<file path="src/sv/clvt_pkg.sv">
// ---------------------------------------------------------------------------
// clvt_pkg
// shared types, codes and the dlc byte-count table of the latest value table
// ---------------------------------------------------------------------------
package clvt_pkg;

   localparam int SLOTS_DEFAULT  = 8;
   localparam int BYTES_PER_SLOT = 8;
   localparam int IDENT_W        = 11;
   localparam int LENGTH_W       = 4;
   localparam int PAYLOAD_W      = 8 * BYTES_PER_SLOT;
   localparam int POSITION_W     = 32;

   typedef enum logic [2:0] {
      ST_UPDATED  = 3'd0,
      ST_INSERTED = 3'd1,
      ST_DROPPED  = 3'd2,
      ST_EXTENDED = 3'd3,
      ST_QUERY    = 3'd4
   } status_type;

   // one slot as it sits in the slot memory
   typedef struct packed {
      logic [IDENT_W-1:0]   ident;
      logic [LENGTH_W-1:0]  length;
      logic [PAYLOAD_W-1:0] bytes;
   } entry_type;

   localparam logic [6:0] DLC_BYTES [16] = '{
      7'd0, 7'd1, 7'd2, 7'd3, 7'd4, 7'd5, 7'd6, 7'd7,
      7'd8, 7'd12, 7'd16, 7'd20, 7'd24, 7'd32, 7'd48, 7'd64
   };

   // dlc code to byte count, capped at one slot
   function automatic logic [LENGTH_W-1:0] dlc_count(input logic [3:0] code);
      logic [6:0] count;
      count = DLC_BYTES[code];
      if (count > 7'(BYTES_PER_SLOT)) begin
         return LENGTH_W'(BYTES_PER_SLOT);
      end
      return count[LENGTH_W-1:0];
   endfunction

endpackage

</file>
<file path="src/sv/clvt_ram.sv">
// ---------------------------------------------------------------------------
// clvt_ram
// generic simple dual-port ram, one write port, one registered read port
// ---------------------------------------------------------------------------
module clvt_ram #(
   parameter int WIDTH = 8,
   parameter int DEPTH = 8,
   parameter int AW    = (DEPTH > 1) ? $clog2(DEPTH) : 1
) (
   input  logic             clock,
   input  logic             wr_en,
   input  logic [AW-1:0]    wr_addr,
   input  logic [WIDTH-1:0] wr_data,
   input  logic [AW-1:0]    rd_addr,
   output logic [WIDTH-1:0] rd_data
);

   logic [WIDTH-1:0] mem_ff [DEPTH];
   logic [WIDTH-1:0] rd_data_ff;

   always_ff @(posedge clock) begin
      if (wr_en) begin
         mem_ff[wr_addr] <= wr_data;
      end
      rd_data_ff <= mem_ff[rd_addr];
   end

   assign rd_data = rd_data_ff;

endmodule

</file>
<file path="src/sv/can_latest_value_table.sv">
// ---------------------------------------------------------------------------
// can_latest_value_table
// latest payload per standard can identifier, kept in one slot memory
// ---------------------------------------------------------------------------
// path: an extended frame goes from idle straight to done; any other
//   transaction passes scan (skipped while no slot is claimed), apply and done
// throughput: one transaction at a time; the engine takes a new one in idle,
//   which it reenters as the previous result moves to the output register;
//   the linear scan of the slots (one entry read per cycle, claimed slots only) paces it
// reset: clears the fill count, held position, encoder id, state machine and
//   output valid; no clearing pass, unclaimed slots read as empty
module can_latest_value_table #(
   parameter int SLOTS = clvt_pkg::SLOTS_DEFAULT
) (
   input  logic               clock,
   input  logic               reset,
   // request channel
   input  logic               req_valid,
   output logic               req_stall,
   input  logic               req_opcode,
   input  logic               req_extended_id,
   input  logic [10:0]        req_frame_id,
   input  logic [3:0]         req_dlc_code,
   input  logic [63:0]        req_payload,
   // response channel
   output logic               rsp_valid,
   input  logic               rsp_stall,
   output logic [2:0]         rsp_status,
   output logic [2:0]         rsp_slot_index,
   output logic signed [31:0] rsp_position,
   // configuration write channel
   input  logic               csr_valid,
   output logic               csr_ready,
   input  logic [10:0]        csr_data
);

   localparam int AW = (SLOTS > 1) ? $clog2(SLOTS) : 1;
   localparam int CW = $clog2(SLOTS + 1);
   localparam int LW = clvt_pkg::LENGTH_W;
   localparam int PW = clvt_pkg::PAYLOAD_W;
   localparam int EW = $bits(clvt_pkg::entry_type);

   typedef enum logic [3:0] {
      S_IDLE  = 4'b0001,
      S_SCAN  = 4'b0010,
      S_APPLY = 4'b0100,
      S_DONE  = 4'b1000
   } state_type;

   // control state
   state_type state_ff, state_in;
   logic [CW-1:0] fill_ff, fill_in;      // slots are claimed in order, a prefix is used
   logic [AW-1:0] addr_ff, addr_in;      // scan read address
   logic          rvalid_ff, rvalid_in;  // read data of ridx_ff is on the ram output
   logic [AW-1:0] ridx_ff, ridx_in;
   logic          hit_ff, hit_in;
   logic [10:0]   enc_ff, enc_in;
   logic [31:0]   held_ff, held_in;
   logic          rsp_valid_ff, rsp_valid_in;

   // transaction payload
   logic                    query_ff, query_in;
   logic [10:0]             key_ff, key_in;
   logic [LW-1:0]           count_ff, count_in;
   logic [PW-1:0]           payload_ff, payload_in;
   logic [AW-1:0]           slot_ff, slot_in;
   clvt_pkg::entry_type     old_ff, old_in;
   clvt_pkg::status_type    res_status_ff, res_status_in;
   logic [2:0]              res_slot_ff, res_slot_in;
   logic signed [31:0]      res_pos_ff, res_pos_in;
   clvt_pkg::status_type    rsp_status_ff, rsp_status_in;
   logic [2:0]              rsp_slot_ff, rsp_slot_in;
   logic signed [31:0]      rsp_pos_ff, rsp_pos_in;

   // slot memory ports
   logic                ram_we;
   logic [AW-1:0]       ram_waddr;
   clvt_pkg::entry_type ram_wdata;
   clvt_pkg::entry_type ram_rdata;
   logic [EW-1:0]       ram_rdata_raw;

   logic          req_take;
   logic          rsp_free;
   logic [CW-1:0] fill_m1;
   logic [AW-1:0] last_idx;
   logic [PW-1:0] merged;

   clvt_ram #(
      .WIDTH (EW),
      .DEPTH (SLOTS)
   ) u_slot_ram (
      .clock   (clock),
      .wr_en   (ram_we),
      .wr_addr (ram_waddr),
      .wr_data (ram_wdata),
      .rd_addr (addr_ff),
      .rd_data (ram_rdata_raw)
   );

   assign ram_rdata = clvt_pkg::entry_type'(ram_rdata_raw);

   assign req_stall = (state_ff != S_IDLE);
   assign req_take  = req_valid && (state_ff == S_IDLE);
   assign csr_ready = 1'b1;
   assign rsp_free  = !rsp_valid_ff || !rsp_stall;
   assign fill_m1   = fill_ff - CW'(1);
   assign last_idx  = fill_m1[AW-1:0];

   // new bytes below the count, older ones above it (zero for a fresh slot)
   always_comb begin
      for (int k = 0; k < clvt_pkg::BYTES_PER_SLOT; k++) begin
         if (LW'(k) < count_ff) begin
            merged[8*k +: 8] = payload_ff[8*k +: 8];
         end else if (hit_ff) begin
            merged[8*k +: 8] = old_ff.bytes[8*k +: 8];
         end else begin
            merged[8*k +: 8] = 8'h00;
         end
      end
   end

   always_comb begin
      state_in      = state_ff;
      fill_in       = fill_ff;
      addr_in       = addr_ff;
      rvalid_in     = rvalid_ff;
      ridx_in       = ridx_ff;
      hit_in        = hit_ff;
      enc_in        = enc_ff;
      held_in       = held_ff;
      query_in      = query_ff;
      key_in        = key_ff;
      count_in      = count_ff;
      payload_in    = payload_ff;
      slot_in       = slot_ff;
      old_in        = old_ff;
      res_status_in = res_status_ff;
      res_slot_in   = res_slot_ff;
      res_pos_in    = res_pos_ff;
      rsp_valid_in  = rsp_valid_ff;
      rsp_status_in = rsp_status_ff;
      rsp_slot_in   = rsp_slot_ff;
      rsp_pos_in    = rsp_pos_ff;
      ram_we        = 1'b0;
      ram_waddr     = slot_ff;
      ram_wdata     = '{ident: key_ff, length: count_ff, bytes: merged};

      // the user must send csr writes only while idle; the block itself does not enforce it
      if (csr_valid && csr_ready) begin
         enc_in = csr_data;
      end

      // output register drains independently of the engine
      if (rsp_valid_ff && !rsp_stall) begin
         rsp_valid_in = 1'b0;
      end

      unique case (state_ff)
         S_IDLE: begin
            if (req_take) begin
               query_in   = req_opcode;
               key_in     = req_opcode ? enc_ff : req_frame_id;
               count_in   = clvt_pkg::dlc_count(req_dlc_code);
               payload_in = req_payload;
               hit_in     = 1'b0;
               addr_in    = '0;
               rvalid_in  = 1'b0;
               if (!req_opcode && req_extended_id) begin
                  // extended frame, nothing to look up
                  res_status_in = clvt_pkg::ST_EXTENDED;
                  res_slot_in   = 3'd0;
                  res_pos_in    = '0;
                  state_in      = S_DONE;
               end else if (fill_ff == '0) begin
                  state_in = S_APPLY;
               end else begin
                  state_in = S_SCAN;
               end
            end
         end
         S_SCAN: begin
            // one read issued per cycle, its data compared in the following cycle
            addr_in   = addr_ff + AW'(1);
            rvalid_in = 1'b1;
            ridx_in   = addr_ff;
            if (rvalid_ff && (ram_rdata.ident == key_ff)) begin
               hit_in   = 1'b1;
               slot_in  = ridx_ff;
               old_in   = ram_rdata;
               state_in = S_APPLY;
            end else if (rvalid_ff && (ridx_ff == last_idx)) begin
               hit_in   = 1'b0;
               state_in = S_APPLY;
            end
         end
         S_APPLY: begin
            res_pos_in  = '0;
            res_slot_in = 3'd0;
            if (query_ff) begin
               // reload only from a slot that carries a full 32-bit count
               if (hit_ff && (old_ff.length >= LW'(4))) begin
                  held_in = old_ff.bytes[31:0];
               end
               res_status_in = clvt_pkg::ST_QUERY;
               res_pos_in    = (hit_ff && (old_ff.length >= LW'(4))) ?
                               signed'(old_ff.bytes[31:0]) : signed'(held_ff);
            end else if (hit_ff) begin
               ram_we        = 1'b1;
               ram_waddr     = slot_ff;
               res_status_in = clvt_pkg::ST_UPDATED;
               res_slot_in   = 3'(slot_ff);
            end else if (fill_ff < CW'(SLOTS)) begin
               // claim the first free slot
               ram_we        = 1'b1;
               ram_waddr     = fill_ff[AW-1:0];
               fill_in       = fill_ff + CW'(1);
               res_status_in = clvt_pkg::ST_INSERTED;
               res_slot_in   = 3'(fill_ff[AW-1:0]);
            end else begin
               res_status_in = clvt_pkg::ST_DROPPED;
            end
            state_in = S_DONE;
         end
         S_DONE: begin
            if (rsp_free) begin
               rsp_valid_in  = 1'b1;
               rsp_status_in = res_status_ff;
               rsp_slot_in   = res_slot_ff;
               rsp_pos_in    = res_pos_ff;
               state_in      = S_IDLE;
            end
         end
         default: begin
            state_in = S_IDLE;
         end
      endcase
   end

   always_ff @(posedge clock) begin
      if (reset) begin
         state_ff     <= S_IDLE;
         fill_ff      <= '0;
         addr_ff      <= '0;
         rvalid_ff    <= 1'b0;
         ridx_ff      <= '0;
         hit_ff       <= 1'b0;
         enc_ff       <= '0;
         held_ff      <= '0;
         rsp_valid_ff <= 1'b0;
      end else begin
         state_ff     <= state_in;
         fill_ff      <= fill_in;
         addr_ff      <= addr_in;
         rvalid_ff    <= rvalid_in;
         ridx_ff      <= ridx_in;
         hit_ff       <= hit_in;
         enc_ff       <= enc_in;
         held_ff      <= held_in;
         rsp_valid_ff <= rsp_valid_in;
      end
   end

   always_ff @(posedge clock) begin
      query_ff      <= query_in;
      key_ff        <= key_in;
      count_ff      <= count_in;
      payload_ff    <= payload_in;
      slot_ff       <= slot_in;
      old_ff        <= old_in;
      res_status_ff <= res_status_in;
      res_slot_ff   <= res_slot_in;
      res_pos_ff    <= res_pos_in;
      rsp_status_ff <= rsp_status_in;
      rsp_slot_ff   <= rsp_slot_in;
      rsp_pos_ff    <= rsp_pos_in;
   end

   assign rsp_valid      = rsp_valid_ff;
   assign rsp_status     = rsp_status_ff;
   assign rsp_slot_index = rsp_slot_ff;
   assign rsp_position   = rsp_pos_ff;

   // fill count never runs past the table
   a_fill_bound: assert property (@(posedge clock) disable iff (reset)
      fill_ff <= CW'(SLOTS))
      else $error("fill count exceeds slot count");

   // slot memory is written only while applying a frame
   a_write_state: assert property (@(posedge clock) disable iff (reset)
      ram_we |-> (state_ff == S_APPLY) && !query_ff)
      else $error("slot memory written outside apply");

   // an insert claims exactly one new slot
   a_insert_fill: assert property (@(posedge clock) disable iff (reset)
      (ram_we && !hit_ff) |=> (fill_ff == $past(fill_ff) + CW'(1)))
      else $error("insert did not advance fill count");

   // a finished transaction lands in the output register
   a_done_loads: assert property (@(posedge clock) disable iff (reset)
      (state_ff == S_DONE && rsp_free) |=> rsp_valid_ff && (state_ff == S_IDLE))
      else $error("result not loaded into output register");

endmodule
</file>
<file path="config.mk">
export PLATFORM = sky130hd
export DESIGN_NAME = can_latest_value_table
export DESIGN_NICKNAME = d
export VERILOG_FILES = /design/src/sv/clvt_pkg.sv /design/src/sv/clvt_ram.sv /design/src/sv/can_latest_value_table.sv
export SDC_FILE = /design/constraint.sdc
export NUM_CORES = 1
export LEC_CHECK = 0
export ABC_AREA = 0
export BUFFER_PORTS_ARGS = -buffer_cell sky130_fd_sc_hd__buf_4
export CORE_ASPECT_RATIO = 1.2
export CORE_UTILIZATION = 60
export DETAILED_ROUTE_END_ITERATION = 12
export GPL_TIMING_DRIVEN = 0
export PLACE_DENSITY = 0.86
export SYNTH_ARGS = -nofsm -noshare
export SYNTH_HDL_FRONTEND = slang
export SYNTH_SLANG_ARGS = --single-unit
</file>
<file path="constraint.sdc">
create_clock -name clock -period 5.05 [get_ports clock]
set_input_delay 0 -clock clock [delete_from_list [all_inputs] [get_ports clock]]
set_output_delay 0 -clock clock [all_outputs]
set_load 0.005 [all_outputs]
</file>
### Word level (Yosys, flattened, before mapping)

Memory sizes are Yosys's and may differ from the RTL's. A register that Yosys moved wholly into a read port is not among the register bits.
Cells that the tools add are included.

* output and inout port bits: 41
* RAM bits: 632
* bits in registers: 287
* memory bits (read-only): 112
* memories kept: 2

* add/sub/neg operators: 3
* bitwise logic cells: 3
* order comparisons: 12
* reductions and logical operators: 22
* mux-type cells: 68
* equal/unequal tests: 11

Memories
* u_slot_ram.mem_ff: depth 8, width 79, read ports 1, clocked after Yosys merged registers in 1, wr ports 1, RTL line clvt_ram.sv:18 `logic [WIDTH-1:0] mem_ff [DEPTH];`
* (name not given): depth 16, width 7, read ports 1, clocked after Yosys merged registers in 0, wr ports 0, RTL line clvt_pkg.sv:37 `count = DLC_BYTES[code];`

Operator list (number)
* $mux W32: 4
* $mux W8: 16
* $pmux W32 S2: 1
* $mux W3: 14
* $mux W4: 7
* $pmux W3 S2: 3
* $lt A3 B4 Y1 const A: 4
* $pmux W4 S4: 1
* $mux W1: 15
* $mux W7: 2
* $eq A11 B11 Y1: 1
* $mux W11: 1
* $reduce_and A2 Y1: 5
* $reduce_and A3 Y1: 3
* $lt A1 B4 Y1 const A: 2
* $lt A2 B4 Y1 const A: 2
* $gt A7 B4 Y1 const B: 1
* $logic_and A1 B1 Y1: 6
* $ge A5 B5 Y1 const B: 1
* $not A4 Y5: 1
* $add A4 B1 Y4 const B: 1
* $eq A4 B1 Y1 const B: 1
* $eq A4 B2 Y1 const B: 1
* $eq A4 B3 Y1 const B: 1
* other kinds (18): 25

### Depth between registers and ports, before layout

* depth after elaboration: 9
* gate-level depth with buffers: 7

### By module

Synthesis repeated with hierarchy kept, for this count alone.

* cell total of the unflattened synthesis: 1873
* area total of the unflattened synthesis: 36244.8 um^2

Modules (own cells, without submodules)
* clvt_ram: times used 1, area an instance 25360.6 um^2, cells each 1006
* can_latest_value_table: times used 1, area an instance 10884.2 um^2, cells each 867

### Least setup slack after synthesis

OpenSTA, ideal clock, no wires.

* kind: register to register
* from: register state_ff[3]
* to: memory u_slot_ram.mem_ff[0][0] in the netlist's numbering, enable pin
* buffers on the path: 1
* cell stages (with the launch flop): 7
* setup slack: 1.349 ns
* library setup time: 0.447 ns
* arrival: 3.254 ns
* cells stage by stage: dfxtp_1 -> nor4b_4 -> nand2_1 -> buf_2 -> nor3_1 -> a31oi_1 -> nor2_1

* longest elaborated chain between the ends: 4
* elaborated cells between the ends (all ways): 5

Ends and longest elaborated chain
* start, declared: RTL line can_latest_value_table.sv:51 `state_type state_ff, state_in;`
* start signal, assigned: RTL line can_latest_value_table.sv:251 `state_ff <= state_in;`
* $eq A4 B3 Y1 (*): RTL line can_latest_value_table.sv:158 `unique case (state_ff)`
* $mux W1: RTL line can_latest_value_table.sv:158
* $mux W1: RTL line clvt_ram.sv:22 `if (wr_en) begin`
* $mux W1 (implied by the code): RTL line clvt_ram.sv:23 `mem_ff[wr_addr] <= wr_data;`
* end, declared: RTL line clvt_ram.sv:18

Every way passes the cells marked *; elsewhere a longest branch is shown, timed or not.

### Worst setup path in the final report

* from: register hit_ff
* to: memory u_slot_ram.mem_ff[5][22] in the netlist's numbering, data pin

* longest elaborated chain between the ends: 2

Ends and longest elaborated chain
* start, declared: RTL line can_latest_value_table.sv:56 `logic hit_ff, hit_in;`
* start signal, assigned: RTL line can_latest_value_table.sv:256 `hit_ff <= hit_in;`
* $mux W8: RTL line can_latest_value_table.sv:114 `end else if (hit_ff) begin`
* $mux W8: RTL line can_latest_value_table.sv:112 `if (LW'(k) < count_ff) begin`
* via merged[22]: RTL line can_latest_value_table.sv:86 `logic [PW-1:0] merged;`

The timed path passes the listed nets, and every way through them passes these cells.

==> impl_metrics.yaml <==
run_status:
  outcome: "finished clean"
cells_and_area:
  fin_cells: 2058
  diodes: 0
  most-common-layout-cells: "edfxtp_1, nand2_1, buf_4"
  fillers: 2074
  layout-drive-gt1-share_pct: 25.0
  nNetsFinal: 1635
  final_common_cell: "edfxtp_1"
  area_growth_pct: 18.3
logic_synthesis:
  netlist_area_mm2: 0.0230
  synth_cell_types: 49
  yosysWarnings: 0
  synthFlopType: "edfxtp_1"
  async_flop_share_pct: 0
  ys_ff_latch: 626
  synth_edf_count: 521
  yosysSeqAreaShare_pct: 77.3
  synth.net_count: 1398
  netlist_instances: 1295
  syn_area_per_cell_um2: 17.7
critical_path:
  r2r_slack_ns: 1.52
  worstSetupPathType: "reg2reg"
  cp-end-kind: "flop"
  cp_data_required_time_ns: 5.30
  worstPathArrival_ns: 3.77
  start_kind: "flop"
  worstPathMaxFanout: 10
placed_design:
  gp_congestion: 0.812
  dp.cells: 1891
  dp_hpwl_um: 30000
  portBuffers: 103
clock_network:
  cts_post_setup_buffers_inserted: 0
  cts_root_buf: "clkbuf_16"
  cts_buffers: 55
  path_clk_slew_ns: 0.07
  cts-resized-gates: 0
  htreeDepth: 2
  cts_buffer_depth: 3
  cts.sinks: 626
  ctsHoldBuffers: 64
  cts_tree: "done"
  clk_latency_ns: 0.61
timing:
  skew_ns: 0.0195
  timing.final.max_slew_violations: 0
  fin_crit_sh_pct: 69.8
  period_minus_slack_ns: 3.53
  worst_slew_pin_slew_ns: 1.35
  hold_viol: 0
  fmax_mhz: 284
  hold_ws_ns: 0.110
  relSlewSlack_pct: 9.24
  setup_viol: 0
  grt_setup_unrepaired: "false"
die:
  die_y_um: 216
  io_pins: 138
  num_rows: 78
  die_area_mm2: 0.0391
  core-area_mm2: 0.0378
  die_w_um: 181
  initial_core_util_pct: 60.8
power_and_ir_drop:
  seqPwrFrac_pct: 55.3
  pwr-share-comb_pct: 4.1
  power.switching_mw: 2.28
  clkPwrFrac_pct: 40.5
  leakagePower_nw: 8.86
  p_int_mw: 8.37
  peakVddDrop_v: 0.000348
  switching_share_pct: 21.4
  powerDensity_mw_per_mm2: 392
detailed_routing:
  wl_per_cell_um: 26.5
  drt_iter0_drc: 1606
  viasPerCell: 6.40
  route.vias.total: 13200
  dr.pass1.iters: 12
  antenna_left: 0
  wl_um: 54600
  drcViolationCount: 0
global_route:
  grt_pass1_wl_um: 81400
  grt_usage_pct: 28.5
  antenna_found_initial: 0
  overflow: 0
  grt_max_degree: 55
  grt_pass1_vias: 13600
hold_path:
  hold_path.class: "in2reg"
job:
  drv_cap: 0
[worst paths after layout]
check                                 from                                 end  cells after the start
max                    hit_ff$_SDFFE_PP0P_  u_slot_ram.mem_ff[5][22]$_DFFE_PP_                      5
min                         req_payload[4]             payload_ff[4]$_DFFE_PP_                      2
max reg2reg            hit_ff$_SDFFE_PP0P_  u_slot_ram.mem_ff[5][22]$_DFFE_PP_                      5
min reg2reg  u_slot_ram.rd_data[4]$_DFF_P_                 old_ff[4]$_DFFE_PP_                      0
[area by class of cell]
class	instances	area (um^2)	share of cell area (%)
clock buffers	65	1480	5.43
clock inverters	38	359	1.32
flip-flops and latches	626	17700	65.3
inverters	9	33.8	0.124
multi-input cells	595	4980	18.3
well taps	480	601	2.21
repair buffers	180	1690	6.22
plain buffers	65	283	1.04
[stage by stage]
step	util [%]	setup TNS, ns	setup slack [ns]	cell area [um^2]	total power, mW
2_1_floorplan	-	0	1.35	23000	6.18
3_3_place_gp	64.4	-231.24	-0.842	24300	6.34
3_5_place_dp	65.4	0	1.81	24700	6.38
4_1_cts	71.9	0	1.77	27200	10.6
5_1_grt	71.9	0	1.52	27200	10.9
6_report	71.9	0	1.52	27200	10.6
[critical path: stages (launching register included)]
cell,delay [ns]
dfxtp_1,0.32
clkbuf_1,0.36
clkbuf_1,0.62
buf_1,0.62
nand2_1,0.30
o21ai_0,0.93
[routing by layer]
| metal | up-vias | GRT usage (%) | wire length (um) |
|---|---|---|---|
| li1 | 5399 | - | - |
| met1 | 6515 | 34.1 | 18500 |
| met2 | 1033 | 50.0 | 28400 |
| met3 | 228 | 4.12 | 4780 |
| met4 | 0 | 16.2 | 2830 |
| met5 | - | 0 | 0 |
[Yosys cell counts, drive strengths merged, types with 2 or more instances]
cell / count / area [um^2]
edfxtp: 521 / 15600
nand2: 212 / 798
dfxtp: 105 / 2100
mux4: 90 / 2030
a21oi: 73 / 365
mux2: 56 / 631
nor2: 45 / 176
clkbuf: 37 / 140
buf: 28 / 140
o21ai: 26 / 130
xnor2: 13 / 114
mux2i: 12 / 120
nand3: 11 / 55.1
inv: 9 / 33.8
nor3: 7 / 35.0
ha: 6 / 75.1
xor2: 5 / 43.8
a31oi: 4 / 25.0
nor4b: 4 / 71.3
nand4: 3 / 18.8
nor2b: 3 / 18.8
a22oi: 2 / 15.0
a41oi: 2 / 25.0
nand2b: 2 / 12.5
o22a: 2 / 17.5
or2: 2 / 12.5
or3: 2 / 12.5
or4b: 2 / 20.0
[power by group through the flow]
stage                     clock (mW)  combinational [mW]  sequential [mW]
after floorplan                    0               0.205             5.97
after global placement             0               0.347             5.99
after detailed placement           0               0.382             6.00
after CTS                       4.31               0.428             5.89
after global routing            4.52               0.466             5.90
final                           4.32               0.437             5.89
[flip-flops by register name, summed over array words and instances, names as in the netlist, 11 cells and up]
signal              cells
enc_ff                 11
held_ff                32
key_ff                 11
old_ff                 34
payload_ff             32
res_pos_ff             32
rsp_position           32
u_slot_ram.mem_ff     360
u_slot_ram.rd_data     45
[kinds of logic (layout without fill, tap and decap cells)]
group / Yosys count / in the layout / share of synthesized area [%]
DFF: 626 / 626 / 77.3
and+or+nand+nor: 297 / 297 / 5.49
other: 1 / 1 / 0.0163
AOI/OAI and AO/OA: 115 / 115 / 2.72
xor gates and xnor gates: 18 / 18 / 0.687
adders and majority gates: 6 / 6 / 0.327
buffers and inverters: 74 / 357 / 1.37
muxes: 158 / 158 / 12.1
Note: power is estimated with default switching activity, not from simulation.
